===== src/design/tfe_pkg.sv =====
// shared package of the tricolor framebuffer engine
// request, colour and rotation codes, default panel size and the plane word type
// no dependencies
package tfe_pkg;

  localparam int DEF_PANEL_WIDTH  = 400;
  localparam int DEF_PANEL_HEIGHT = 300;

  localparam logic [1:0] REQ_DRAW = 2'd0;
  localparam logic [1:0] REQ_FILL = 2'd1;
  localparam logic [1:0] REQ_READ = 2'd2;

  localparam logic [1:0] COL_WHITE = 2'd0;
  localparam logic [1:0] COL_BLACK = 2'd1;
  localparam logic [1:0] COL_RED   = 2'd2;

  localparam logic [1:0] ROT_0   = 2'd0;
  localparam logic [1:0] ROT_90  = 2'd1;
  localparam logic [1:0] ROT_180 = 2'd2;
  localparam logic [1:0] ROT_270 = 2'd3;

  localparam logic PLANE_BLACK = 1'b0;
  localparam logic PLANE_RED   = 1'b1;

  localparam logic [7:0] WHITE_BYTE = 8'hFF;
  localparam logic [7:0] INK_BYTE   = 8'h00;

  // one byte of each plane at the same byte index
  typedef struct packed {
    logic [7:0] black;
    logic [7:0] red;
  } plane_word_t;

endpackage


===== src/design/tfe_addr.sv =====
// pixel address unit: bounds check, rotation and byte index of a draw request
// registers the panel coordinates at the request transfer, then forms index and bit mask
// depends on tfe_pkg
module tfe_addr #(
  parameter int PANEL_WIDTH  = tfe_pkg::DEF_PANEL_WIDTH,
  parameter int PANEL_HEIGHT = tfe_pkg::DEF_PANEL_HEIGHT,
  localparam int RowBytes    = (PANEL_WIDTH + 7) / 8,
  localparam int PlaneBytes  = RowBytes * PANEL_HEIGHT,
  localparam int AW          = (PlaneBytes > 1) ? $clog2(PlaneBytes) : 1
) (
  input  logic                 clk_i,
  input  logic                 load_i,
  input  logic [1:0]           rotation_i,
  input  logic signed [10:0]   pos_x_i,
  input  logic signed [10:0]   pos_y_i,
  output logic                 drop_o,
  output logic [AW-1:0]        index_o,
  output logic [7:0]           mask_o
);

  localparam int XW = $clog2(PANEL_WIDTH);
  localparam int YW = (PANEL_HEIGHT > 1) ? $clog2(PANEL_HEIGHT) : 1;
  localparam logic [10:0] W11 = 11'(PANEL_WIDTH);
  localparam logic [10:0] H11 = 11'(PANEL_HEIGHT);

  logic [10:0]   xu, yu, w_lim, h_lim, px11, py11;
  logic          drop_d;
  logic [XW-1:0] px_q;
  logic [YW-1:0] py_q;
  logic          drop_q;

  always_comb begin
    xu    = {1'b0, pos_x_i[9:0]};
    yu    = {1'b0, pos_y_i[9:0]};
    w_lim = rotation_i[0] ? H11 : W11;
    h_lim = rotation_i[0] ? W11 : H11;
    drop_d = pos_x_i[10] || pos_y_i[10] || (xu >= w_lim) || (yu >= h_lim);
    case (rotation_i)
      tfe_pkg::ROT_90: begin
        px11 = W11 - 11'd1 - yu;
        py11 = xu;
      end
      tfe_pkg::ROT_180: begin
        px11 = W11 - 11'd1 - xu;
        py11 = H11 - 11'd1 - yu;
      end
      tfe_pkg::ROT_270: begin
        px11 = yu;
        py11 = H11 - 11'd1 - xu;
      end
      default: begin
        px11 = xu;
        py11 = yu;
      end
    endcase
  end

  always_ff @(posedge clk_i) begin
    if (load_i) begin
      px_q   <= px11[XW-1:0];
      py_q   <= py11[YW-1:0];
      drop_q <= drop_d;
    end
  end

  assign drop_o  = drop_q;
  assign index_o = AW'(AW'(py_q) * AW'(RowBytes)) + AW'(px_q >> 3);
  assign mask_o  = 8'h80 >> px_q[2:0];

endmodule


===== config.mk =====
export PLATFORM = sky130hd
export DESIGN_NAME = tfe_addr
export DESIGN_NICKNAME = d
export VERILOG_FILES = /design/src/design/tfe_pkg.sv /design/src/design/tfe_addr.sv
export SDC_FILE = /design/constraint.sdc
export NUM_CORES = 1
export LEC_CHECK = 0
export ABC_AREA = 1
export BUFFER_PORTS_ARGS = -buffer_cell sky130_fd_sc_hd__buf_2
export CAP_MARGIN = 20
export CORE_MARGIN = 10
export CORE_UTILIZATION = 40
export CTS_BUF_LIST = sky130_fd_sc_hd__clkbuf_8
export CTS_CLUSTER_DIAMETER = 100
export DETAILED_ROUTE_END_ITERATION = 6
export GPL_ROUTABILITY_DRIVEN = 0
export GPL_TIMING_DRIVEN = 0
export PLACE_DENSITY_LB_ADDON = 0.3
export SLEW_MARGIN = 20
export SYNTH_ARGS = -nofsm -noshare
export SYNTH_HDL_FRONTEND = slang
export SYNTH_SLANG_ARGS = --single-unit

===== constraint.sdc =====
create_clock -name clk_i -period 3.8 [get_ports clk_i]
set_clock_uncertainty 0.05 [all_clocks]
set_input_delay 0.19 -clock clk_i [delete_from_list [all_inputs] [get_ports clk_i]]
set_output_delay 0.19 -clock clk_i [all_outputs]
set_load 0.05 [all_outputs]

# Word level (Yosys, flattened, before mapping)
# Cells that the tools add are included.
[classes] addsub=5 mul=1 order_cmp=2 eq_ne=3 shifts=1 mux=4 n_reduce_logical=3
[ops] operator="9-bit one-hot mux with 3 select lines" n=2
[ops] operator="9-bit subtractor (first input constant)" n=4
[ops] operator="10-bit by 9-bit >= comparator with 1-bit output" n=2
[ops] operator="8-bit two-way mux" n=2
[ops] operator="14-bit by 6-bit adder with 14-bit output" n=1
[ops] operator="9-bit by 5-bit multiplier with 13-bit output (second input constant)" n=1
[ops] operator="8-bit by 3-bit right shift with 8-bit output (first input constant)" n=1
[ops] operator="2-bit equality test (second input constant)" n=2
[ops] operator="1-bit logical OR" n=3
[ops] operator="2-bit by 1-bit equality test with 1-bit output (second input constant)" n=1
[word_totals] regBits=19

# Depth between registers and ports, before layout
# Gate-level depths: netlist of run 1.
[logic_depth] word_depth=4 mapped_depth=17 ltp_nobuf=17

# Worst setup path before layout of run 1
# Ideal clock, no wire load.
[synth_timing] path_kind="register to output" from="register py_q[2]" to="output port index_o[10]" arrival_time_ps=3217 t_required_ps=3560 setup_slack_ps=343 stages_incl_launch_ff=12 path_buffers=0 cell_sequence="edfxtp_1 -> ha_1 -> ha_1 -> fa_1 -> ha_1 -> a21oi_1 -> nand2_1 -> nand2_1 -> nand2_1 -> nand2_1 -> nor2_2 -> xnor2_1"
[synth_via] elab_chain_len=2
[synth_rtl] item="start: declaration" line_no="tfe_addr.sv:29" rtl="logic [YW-1:0] py_q;"
[synth_rtl] item="start signal: assignment" line_no="tfe_addr.sv:61" rtl="py_q <= py11[YW-1:0];"
[synth_rtl] item="9-bit by 5-bit multiplier with 13-bit output" line_no="tfe_addr.sv:67" rtl="assign index_o = AW'(AW'(py_q) * AW'(RowBytes)) + AW'(px_q >> 3);"
[synth_rtl] item="14-bit by 6-bit adder with 14-bit output" line_no="tfe_addr.sv:67"
[synth_rtl] item="end: declaration" line_no="tfe_addr.sv:17" rtl="output logic [AW-1:0] index_o,"
# Every way passes these cells.

# Worst setup path after layout of run 1
[layout_timing] from="register py_q[4]" to="output port index_o[13]"
# The elaborated chain is that of the path after synthesis.

==> impl_metrics.py, run 1 <==
metrics = {
    "outcome": {
        "status": "finished clean",
    },
    "synthesis": {
        "synth-edff-count": 19,
        "synthArstFlopShare_pct": 0,
        "synthCells": 386,
        "avgSynthCellArea_um2": 7.13,
        "synth_largest_area_cell": "ha_1",
        "synth.area.top_cells": "ha_1 21%, edfxtp_1 21%, nand2_1 14%, inv_1 9.1%, nand3_1 4.0%",
        "syn_area_um2": 2750,
        "synth_top_area_share_pct": 20.9,
        "synth.yosys.warnings": 0,
        "syn_nets": 463,
        "synthDistinctLibCells": 33,
        "synth_most_common_cell": "nand2_1",
        "ys_ff_latch": 19,
        "ys_seq_area_share_pct": 20.7,
        "synth_flop_cell": "edfxtp_1",
        "synth_common_cells": "103 x nand2_1, 67 x inv_1, 46 x ha_1",
    },
    "timing": {
        "finalCritPeriodShare_pct": 93.6,
        "timing.final.crit_period_ns": 3.56,
        "worst_pin_slew_ns": 0.730,
        "setup_tns_ns": 0,
        "setup_viol_count_final": 0,
        "hold_slack_ns": 0.136,
        "slew_headroom_pct": 51.1,
        "hold_viol": 0,
        "fmax_mhz": 281,
        "grt_setup_unrepaired": "false",
        "drv_slew": 0,
    },
    "critical_path": {
        "path_cells": "ha_1 -> ha_1 -> inv_1 -> fa_1 -> inv_1 -> ha_1 -> nand2_1 -> inv_1 -> nand2_1 -> nand3_1 -> nand2_1 -> nand2_1 -> nor2_2 -> nand3_1 -> nand2_1 -> nand2_1 -> clkbuf_4",
        "worstPathArrival_ns": 3.32,
        "critPathLaunchType": "register",
        "critPathTopFamily": "adder cells",
        "crit_top_cell": "nand2_1",
        "worst_setup_path_end_kind": "primary output",
        "cp_max_fo": 5,
        "path_buf_inv": 4,
        "cp.required_ns": 3.56,
        "cp_slowest_cell": "fa_1",
        "max_stage_delay_ns": 0.50,
        "crit_type": "register to primary output",
    },
    "power_and_ir_drop": {
        "clock_power_share_pct": 6.9,
        "p_per_area_nw_per_um2": 642,
        "p_comb_share_pct": 79.5,
        "leakage_uw": 0.00170,
        "internal_power_uw": 813,
        "p_sw_share_pct": 60.1,
        "power.switching_uw": 1220,
        "seq_power_share_pct": 13.6,
        "peakVddDrop_mv": 0.178,
    },
    "cts": {
        "cts.sinks": 19,
        "cts_max_level": 1,
        "cts_tree": "yes",
        "cts_buffer_depth": 2,
        "cts-hold-fix-buffers": 0,
        "root_buffer": "clkbuf_8",
        "path_clk_slew_ns": 0.07,
        "numCtsBuffers": 3,
    },
    "hold_path": {
        "whs_path_depth": 3,
        "hold_path_end": "drop_o",
        "hold_class": "input port to register",
        "hold_path_startpoint": "pos_x_i[10]",
    },
    "drt": {
        "drtPass1Iterations": 4,
        "wirelength_um": 6380,
        "ant_nets": 0,
        "viasPerCell": 5.11,
        "vias": 2657,
        "wl_per_cell_um": 12.3,
        "drt_iter0_markers": 115,
        "drc": 0,
    },
    "cells_and_area": {
        "design_area_um2": 3170,
        "syn2layout_area_growth_pct": 15.3,
        "finish.utilization_pct": 47.0,
        "fill_cells": 699,
        "layout.nets": 518,
        "drive_above_1_share_pct": 16.6,
        "n_antenna_cell": 0,
    },
    "floorplan": {
        "die_h_um": 103,
        "ios": 49,
        "die_w_um": 103,
        "std_cell_rows": 30,
        "core_um2": 6760,
        "die_area_um2": 10600,
        "start_util_pct": 40.7,
    },
    "placed_design": {
        "place_area_um2": 3090,
        "port_buffers": 48,
        "dp_hpwl_um": 5470,
    },
    "grt": {
        "grt_pass1_wl_um": 10900,
        "grt_pass1_vias": 2504,
        "grt_antenna_before_repair": 0,
        "grt_overflow": 0,
        "grt_max_degree": 20,
        "grt_usage_pct": 12.3,
    },
    "job": {
        "maxCapViolCount": 0,
    },
}
-- state kept, by name, indices dropped and copies added, names as in the netlist --
register  cells
py_q          9
drop_o        1
px_q          9
-- how the worst max path moves through the flow --
stage            start           to  slack, ns  cells past startpoint
2_1_floorplan  py_q[2]  index_o[10]       0.34                     11
3_3_place_gp   py_q[1]  index_o[13]       0.48                     13
3_5_place_dp   py_q[1]  index_o[13]       0.43                     15
4_1_cts        py_q[1]  index_o[13]       0.13                     13
5_1_grt        py_q[4]  index_o[13]       0.02                     17
6_report       py_q[4]  index_o[13]       0.24                     17
-- cells by family after synthesis --
| family | after synthesis | synth area share (%) |
|---|---|---|
| AND/OR/NAND/NOR | 168 | 25.5 |
| buffers and inverters | 74 | 10.6 |
| AO/OA/AOI/OAI | 58 | 13.5 |
| adder cells (fa/ha/maj) | 51 | 24.6 |
| flip-flops | 19 | 20.7 |
| XOR/XNOR | 16 | 5.09 |
-- metal layers --
| layer | vias up | share of wire, % | GRT usage (%) |
|---|---|---|---|
| met1 | 1197 | 48 | 16.3 |
| met2 | 56 | 47 | 20.3 |
| li1 | 1395 | - | - |
| met4 | 0 | 1.4 | 3.21 |
| met3 | 9 | 4.4 | 1.61 |
| met5 | - | 0 | 0 |
-- cells in the final DEF, fill, tap and decap left out, types with 2 or more instances in the layout --
cell and n:
inv_1 67, o22ai_1 4, a21oi_1 13, nor2_2 5
buf_4 3, o21ai_2 5, clkbuf_8 3, a31oi_1 2
xnor2_1 7, xor2_1 9, a221oi_1 3, o221ai_1 4
o21bai_1 4, nand3_1 22, ha_1 44, nor3_1 10
nor4_1 2, buf_2 49, fa_1 5, clkbuf_1 2
o211ai_1 4, nand2_1 103, nand4_1 4, edfxtp_1 19
o21ai_0 12, o21ai_1 4, nor2_1 20
-- power by group through the flow --
| stage | logic [uW] | clock network (uW) | registers [uW] |
|---|---|---|---|
| finish | 1620 | 140 | 277 |
| global route | 1810 | 152 | 280 |
| CTS | 1600 | 143 | 279 |
| detailed placement | 1600 | 0 | 284 |
| global placement | 1570 | 0 | 283 |
| floorplan | 1280 | 0 | 280 |
-- area by class of cell --
class / instances / area, um^2 / area share (%)
clock inverter: 1 / 5.00 / 0.158
clock buffer: 3 / 41.3 / 1.30
multi-input combinational: 293 / 1910 / 60.1
sequential: 19 / 571 / 18.0
timing repair buffer: 50 / 258 / 8.12
tap: 80 / 100 / 3.15
buffer: 6 / 36.3 / 1.14
inverter: 68 / 255 / 8.04
-- repair_timing --
action	4_1_cts	5_1_grt
gates resized for setup	0	4
hold endpoints to repair	0	0
setup endpoints to repair	0	4
setup buffers	0	2
-- through the flow --
stage          std cells  total power (uW)  setup WS (ns)
6_report             520              2040          0.243
5_1_grt              520              2240         0.0234
4_1_cts              518              2030          0.131
3_5_place_dp         514              1880          0.426
3_3_place_gp         514              1850          0.479
2_1_floorplan        386              1560          0.343
Note: power is estimated with default switching activity, not from simulation.
==> run 2: changes to the inputs <==
--- a/config.mk
+++ b/config.mk
@@ -6,6 +6,7 @@
 export NUM_CORES = 1
 export LEC_CHECK = 0
 export ABC_AREA = 1
+export ABC_CLOCK_PERIOD_IN_PS = 3800
 export BUFFER_PORTS_ARGS = -buffer_cell sky130_fd_sc_hd__buf_2
 export CAP_MARGIN = 20
 export CORE_MARGIN = 10
==> constraint.sdc (replaced) <==
create_clock -name clk_i -period 3.8 [get_ports clk_i]
set_clock_uncertainty 0.05 [all_clocks]
set_input_delay 0.76 -clock clk_i [delete_from_list [all_inputs] [get_ports clk_i]]
set_output_delay 0.76 -clock clk_i [all_outputs]
set_load 0.05 [all_outputs]
==> run 2 against run 1 <==
Effect of this change:
- the run now ends with setup timing left
- die area did not move
- sequential power is essentially flat
- combinational power rose by 35%
- largest cell class unchanged
==> impl_metrics.py, run 2 (same netlist as run 1, synthesis figures left out) <==
metrics = {
    "outcome": {
        "status": "finished with violations",
        "violations": "setup timing",
    },
    "cts": {
        "path_clk_slew_ns": 0.07,
        "numCtsBuffers": 3,
        "cts_max_level": 1,
        "cts.sinks": 19,
        "root_buffer": "clkbuf_8",
        "cts_tree": "yes",
        "cts_buffer_depth": 2,
    },
    "grt": {
        "grt_pass1_vias": 2663,
        "grt_max_degree": 20,
        "grt_overflow": 0,
        "grt_usage_pct": 12.9,
        "grt_antenna_before_repair": 0,
        "grt_pass1_wl_um": 11500,
    },
    "drt": {
        "ant_nets": 0,
        "vias": 2720,
        "met1_length_um": 3080,
        "highest_layer": "met4",
        "drtPass1Iterations": 4,
        "routed-wl-met2_um": 3330,
        "route.met3.wl_um": 335,
        "wl_per_cell_um": 12.8,
        "drt_iter0_markers": 99,
        "drc": 0,
        "viasPerCell": 5.10,
        "wirelength_um": 6820,
    },
    "timing": {
        "timing.final.crit_period_ns": 3.98,
        "finalWorstSetupSlack_ns": -0.180,
        "fmax_mhz": 251,
        "finalCritPeriodShare_pct": 105,
        "slew_headroom_pct": 53.1,
        "hold_viol": 0,
        "drv_slew": 0,
        "grt_setup_unrepaired": "true",
        "worst_pin_slew_ns": 0.701,
        "setup_viol_count_final": 6,
    },
    "cells_and_area": {
        "final_cell_mix": "87 x nand2_1, 62 x inv_1, 43 x buf_2",
        "regArea_um2": 571,
        "multiInputGateArea_um2": 2130,
        "final_common_cell": "nand2_1",
        "layout.nets": 531,
        "n_antenna_cell": 0,
        "syn2layout_area_growth_pct": 28.5,
        "fill_cells": 624,
        "layout.cells.non_filler": 533,
        "drive_above_1_share_pct": 26.9,
    },
    "job": {
        "maxCapViolCount": 0,
    },
    "critical_path": {
        "crit_type": "register to primary output",
        "cp_slowest_cell": "fa_1",
        "path_cells": "ha_1 -> ha_1 -> inv_2 -> fa_1 -> inv_2 -> ha_4 -> buf_4 -> nand3_1 -> nand2_4 -> nand3_1 -> nor2_4 -> nand3_1 -> nand2_1 -> nand2_1 -> buf_6",
        "cp_max_fo": 5,
        "worstPathArrival_ns": 3.17,
        "critPathLaunchType": "register",
        "max_stage_delay_ns": 0.51,
        "crit_top_cell": "nand3_1",
        "worst_setup_path_end_kind": "primary output",
        "cp.required_ns": 2.99,
    },
    "power_and_ir_drop": {
        "peakVddDrop_mv": 0.251,
        "p_per_area_nw_per_um2": 738,
        "leakage_uw": 0.00181,
        "total_power_uw": 2610,
    },
    "floorplan": {
        "die_area_um2": 10600,
        "die_w_um": 103,
        "std_cell_rows": 30,
        "start_util_pct": 40.7,
        "ios": 49,
        "core_um2": 6760,
        "die_h_um": 103,
    },
    "placed_design": {
        "port_buffers": 48,
        "dp_hpwl_um": 5470,
        "dp.cells": 514,
    },
    "hold_path": {
        "hold_class": "input port to register",
    },
}
run 2: cell type report:
class                           instances  share of cell area (%)
Multi-Input combinational cell        293                    60.1
Sequential cell                        19                    16.1
Timing Repair Buffer                   63                    11.3
Inverter                               68                    7.22
Tap cell                               80                    2.83
Clock buffer                            3                    1.17
Buffer                                  6                    1.03
Clock inverter                          1                   0.142
run 2: through the flow:
stage	setup TNS [ns]	utilization, %	hold WS (ns)	cell area, um^2	setup slack [ns]
finish	-0.813	52.3	0.716	3530	-0.180
global route	-1.77	52.3	0.721	3530	-0.353
CTS	-0.598	50.5	0.709	3410	-0.143
detailed placement	-0.545	46.0	0.982	3110	-0.149
global placement	-0.314	46.0	0.973	3110	-0.0935
floorplan	0	-	0.822	2770	0.0324
run 2: worst paths after layout:
check	depth (start not counted)	startpoint	end	slack, ns
hold / removal	3	pos_y_i[10]	drop_o	0.72
setup / recovery	15	py_q[3]	index_o[13]	-0.18
run 2: critical path, delay by kind of cell (launching register included):
family | cells | cell delay (ns)
adder cells (fa/ha/maj) | 4 | 1.40
AND/OR/NAND/NOR | 7 | 0.74
flip-flops | 1 | 0.43
buffers and inverters | 4 | 0.35
run 2: timing repair:
item,in CTS,in global routing
setup endpoints to repair,7,7
pin swaps,22,17
setup buffers,11,4
gates resized for setup,35,27
hold buffers,0,0
run 2: power breakdown:
part,switching [uW],total (uW),internal (uW)
combinational,1370,2190,819
clock,69.4,142,73.0
sequential,16.9,278,261
run 2: layer usage:
| metal | up-vias | GRT usage [%] |
|---|---|---|
| met3 | 7 | 1.34 |
| li1 | 1421 | - |
| met5 | - | 0 |
| met1 | 1220 | 16.5 |
| met4 | 0 | 3.32 |
| met2 | 72 | 22.5 |
==> run 3: changes to the inputs <==
--- a/config.mk
+++ b/config.mk
@@ -5,7 +5,6 @@
 export SDC_FILE = /design/constraint.sdc
 export NUM_CORES = 1
 export LEC_CHECK = 0
-export ABC_AREA = 1
 export ABC_CLOCK_PERIOD_IN_PS = 3800
 export BUFFER_PORTS_ARGS = -buffer_cell sky130_fd_sc_hd__buf_2
 export CAP_MARGIN = 20
==> constraint.sdc (replaced) <==
create_clock -name clk_i -period 3.8 [get_ports clk_i]
set_clock_uncertainty 0.05 [all_clocks]
set_input_delay 0.38 -clock clk_i [delete_from_list [all_inputs] [get_ports clk_i]]
set_output_delay 0.38 -clock clk_i [all_outputs]
set_load 0.05 [all_outputs]
==> run 3 against run 2 <==
Effect of this change:
- the flow still finishes with violations (setup timing)
- combinational power fell by 6%
- worst hold slack got worse by 0.31 ns
- critical path depth fell by 4
- critical path type unchanged
- synthesized cell count fell by 25%
- design area fell by 6.1%
- cell count fell by 19%
- setup slack improved by 0.15 ns
- first-iteration DRC count fell by 16%
- clock power fell by 3%
==> impl_metrics.py, run 3 <==
metrics = {
    "outcome": {
        "violations": "setup timing",
        "status": "finished with violations",
    },
    "drt": {
        "wirelength_um": 6610,
        "drtPass1Iterations": 4,
        "viasPerCell": 5.31,
        "ant_nets": 0,
        "drc": 0,
        "wl_per_cell_um": 15.2,
        "drt_iter0_markers": 83,
        "vias": 2304,
    },
    "cells_and_area": {
        "drive_above_1_share_pct": 28.6,
        "finish.utilization_pct": 52.3,
        "design_area_um2": 3320,
        "syn2layout_area_growth_pct": 27.5,
        "fill_cells": 574,
        "final_cell_mix": "45 x buf_2, 41 x ha_1, 25 x nor2_1",
        "n_antenna_cell": 0,
        "regArea_um2": 571,
        "layout.cells.non_filler": 434,
        "layout.nets": 435,
        "final_common_cell": "buf_2",
        "multiInputGateArea_um2": 2090,
    },
    "critical_path": {
        "cp_max_fo": 4,
        "worst_setup_path_end_kind": "primary output",
        "worstPathArrival_ns": 3.40,
        "critPathLaunchType": "register",
        "crit_type": "register to primary output",
        "cp.required_ns": 3.37,
    },
    "grt": {
        "grt_pass1_vias": 2359,
        "grt_pass1_wl_um": 11200,
        "grt_overflow": 0,
        "grt_usage_pct": 12.8,
        "grt_max_degree": 20,
        "grt_antenna_before_repair": 0,
    },
    "floorplan": {
        "start_util_pct": 41.0,
        "die_h_um": 101,
        "ios": 49,
        "die_area_um2": 10100,
        "core_um2": 6350,
        "die_w_um": 101,
        "std_cell_rows": 29,
    },
    "hold_path": {
        "hold_path_startpoint": "pos_x_i[2]",
        "whs_path_depth": 3,
        "hold_class": "input port to register",
        "hold_path_end": "py_q[2]",
    },
    "synthesis": {
        "avgSynthCellArea_um2": 8.98,
        "synth-xor-area-share_pct": 9.32,
        "synth_most_common_cell": "ha_1",
        "ys_seq_area_share_pct": 21.9,
        "synth.area.top_cells": "ha_1 22%, edfxtp_1 22%, xnor2_1 6.7%, mux2i_1 4.2%, fa_1 3.8%",
        "synth_common_cells": "46 x ha_1, 25 x nor2_1, 23 x inv_1",
        "synth_mux_area_share_pct": 5.09,
        "syn_area_um2": 2600,
        "synth_compound_area_share_pct": 15.7,
        "synth_top_family_by_area": "adder cells",
        "yosys.area_share.simple_pct": 17.0,
        "synth_flop_cell": "edfxtp_1",
        "syn_nets": 367,
        "synth.yosys.warnings": 0,
        "synth-edff-count": 19,
        "synthAdderAreaFrac_pct": 25.9,
        "synthArstFlopShare_pct": 0,
        "ys_ff_latch": 19,
        "synthCells": 290,
        "synthDistinctLibCells": 52,
        "synth_top_area_share_pct": 22.1,
        "synth_largest_area_cell": "ha_1",
    },
    "placed_design": {
        "dp_hpwl_um": 5160,
        "dp.cells": 413,
        "place_ws_ns": -0.172,
        "place_area_um2": 2960,
        "port_buffers": 46,
    },
    "timing": {
        "fmax_mhz": 261,
        "grt_setup_unrepaired": "true",
        "timing.final.crit_period_ns": 3.83,
        "worst_pin_slew_ns": 0.637,
        "setup_viol_count_final": 1,
        "setup_tns_ns": -0.0343,
        "finalWorstSetupSlack_ns": -0.0343,
        "drv_slew": 0,
        "slew_headroom_pct": 57.5,
        "hold_viol": 0,
        "finalCritPeriodShare_pct": 101,
    },
    "cts": {
        "numCtsBuffers": 3,
        "path_clk_slew_ns": 0.07,
        "cts.sinks": 19,
        "root_buffer": "clkbuf_8",
        "cts_buffer_depth": 2,
        "cts-hold-fix-buffers": 0,
        "cts_tree": "yes",
        "cts_max_level": 1,
    },
    "power_and_ir_drop": {
        "leakage_uw": 0.00151,
        "p_per_area_nw_per_um2": 748,
        "peakVddDrop_mv": 1.26,
    },
    "job": {
        "maxCapViolCount": 0,
    },
}
-- run 3: changes by cell type after synthesis, sizes merged, moves of 4 or more --
cell	previous run	this run
nand2	104	17
inv	68	23
o21ai	21	16
xor2	9	5
a211oi	0	5
o221ai	4	0
mux2i	0	11
nor2b	0	6
nand3	22	7
a21oi	14	18
xnor2	7	21
-- run 3: stage by stage --
stage	hold WS, ns	power (uW)
2_1_floorplan	0.442	1620
3_3_place_gp	0.675	1900
3_5_place_dp	0.667	1930
4_1_cts	0.407	2390
5_1_grt	0.439	2650
6_report	0.411	2490
-- run 3: cells by family (layout without fill, tap and decap cells) --
logic type                 after synthesis  after routing
muxes                                   13             13
adders and majority gates               51             51
and+or+nand+nor                         86             86
AOI/OAI and AO/OA                       62             62
buffers and inverters                   33            100
DFF                                     19             19
xor gates and xnor gates                26             26
-- run 3: cell type report --
cell class	count	share of cell area (%)
clock buffer	3	1.24
tap	77	2.90
buffer	10	1.36
inverter	23	2.60
sequential	19	17.2
timing repair buffer	63	11.6
clock inverter	1	0.151
multi-input combinational	238	62.9
-- run 3: worst max path at each step --
stage | end | startpoint | depth (start not counted)
after floorplan | index_o[13] | py_q[4] | 11
after global placement | index_o[13] | py_q[2] | 11
after detailed placement | index_o[13] | py_q[2] | 11
after CTS | index_o[13] | py_q[3] | 13
after global routing | index_o[13] | py_q[3] | 13
final | index_o[13] | py_q[1] | 11
-- run 3: power by group --
group          total [uW]  switching, uW  internal, uW
sequential            282           21.0           261
clock                 138           65.5          72.7
combinational        2060           1240           825
total                2490           1330          1160
-- run 3: what timing repair did --
action | 4_1_cts | 5_1_grt
hold endpoints to repair | 0 | 0
endpoints found under the setup margin | 5 | 4
pin swaps | 26 | 9
buffers inserted | 11 | 6
resized for setup | 28 | 8
-- run 3: layer usage --
metal  wire [um]  global-route usage [%]  vias to the layer above
li1            -                       -                     1181
met1        3010                    16.9                     1069
met2        3320                    21.9                       52
met3         245                    1.44                        2
met4          28                    2.83                        0
met5           0                       0                        -
-- run 3: critical path, stage by stage, from the launching register on --
cell	delay, ns
edfxtp_1	0.45
ha_1	0.32
ha_1	0.25
fa_1	0.53
ha_4	0.35
nand3_4	0.10
a21oi_4	0.23
o21ai_2	0.10
a211o_1	0.30
xnor2_2	0.20
xnor2_2	0.14
buf_6	0.18
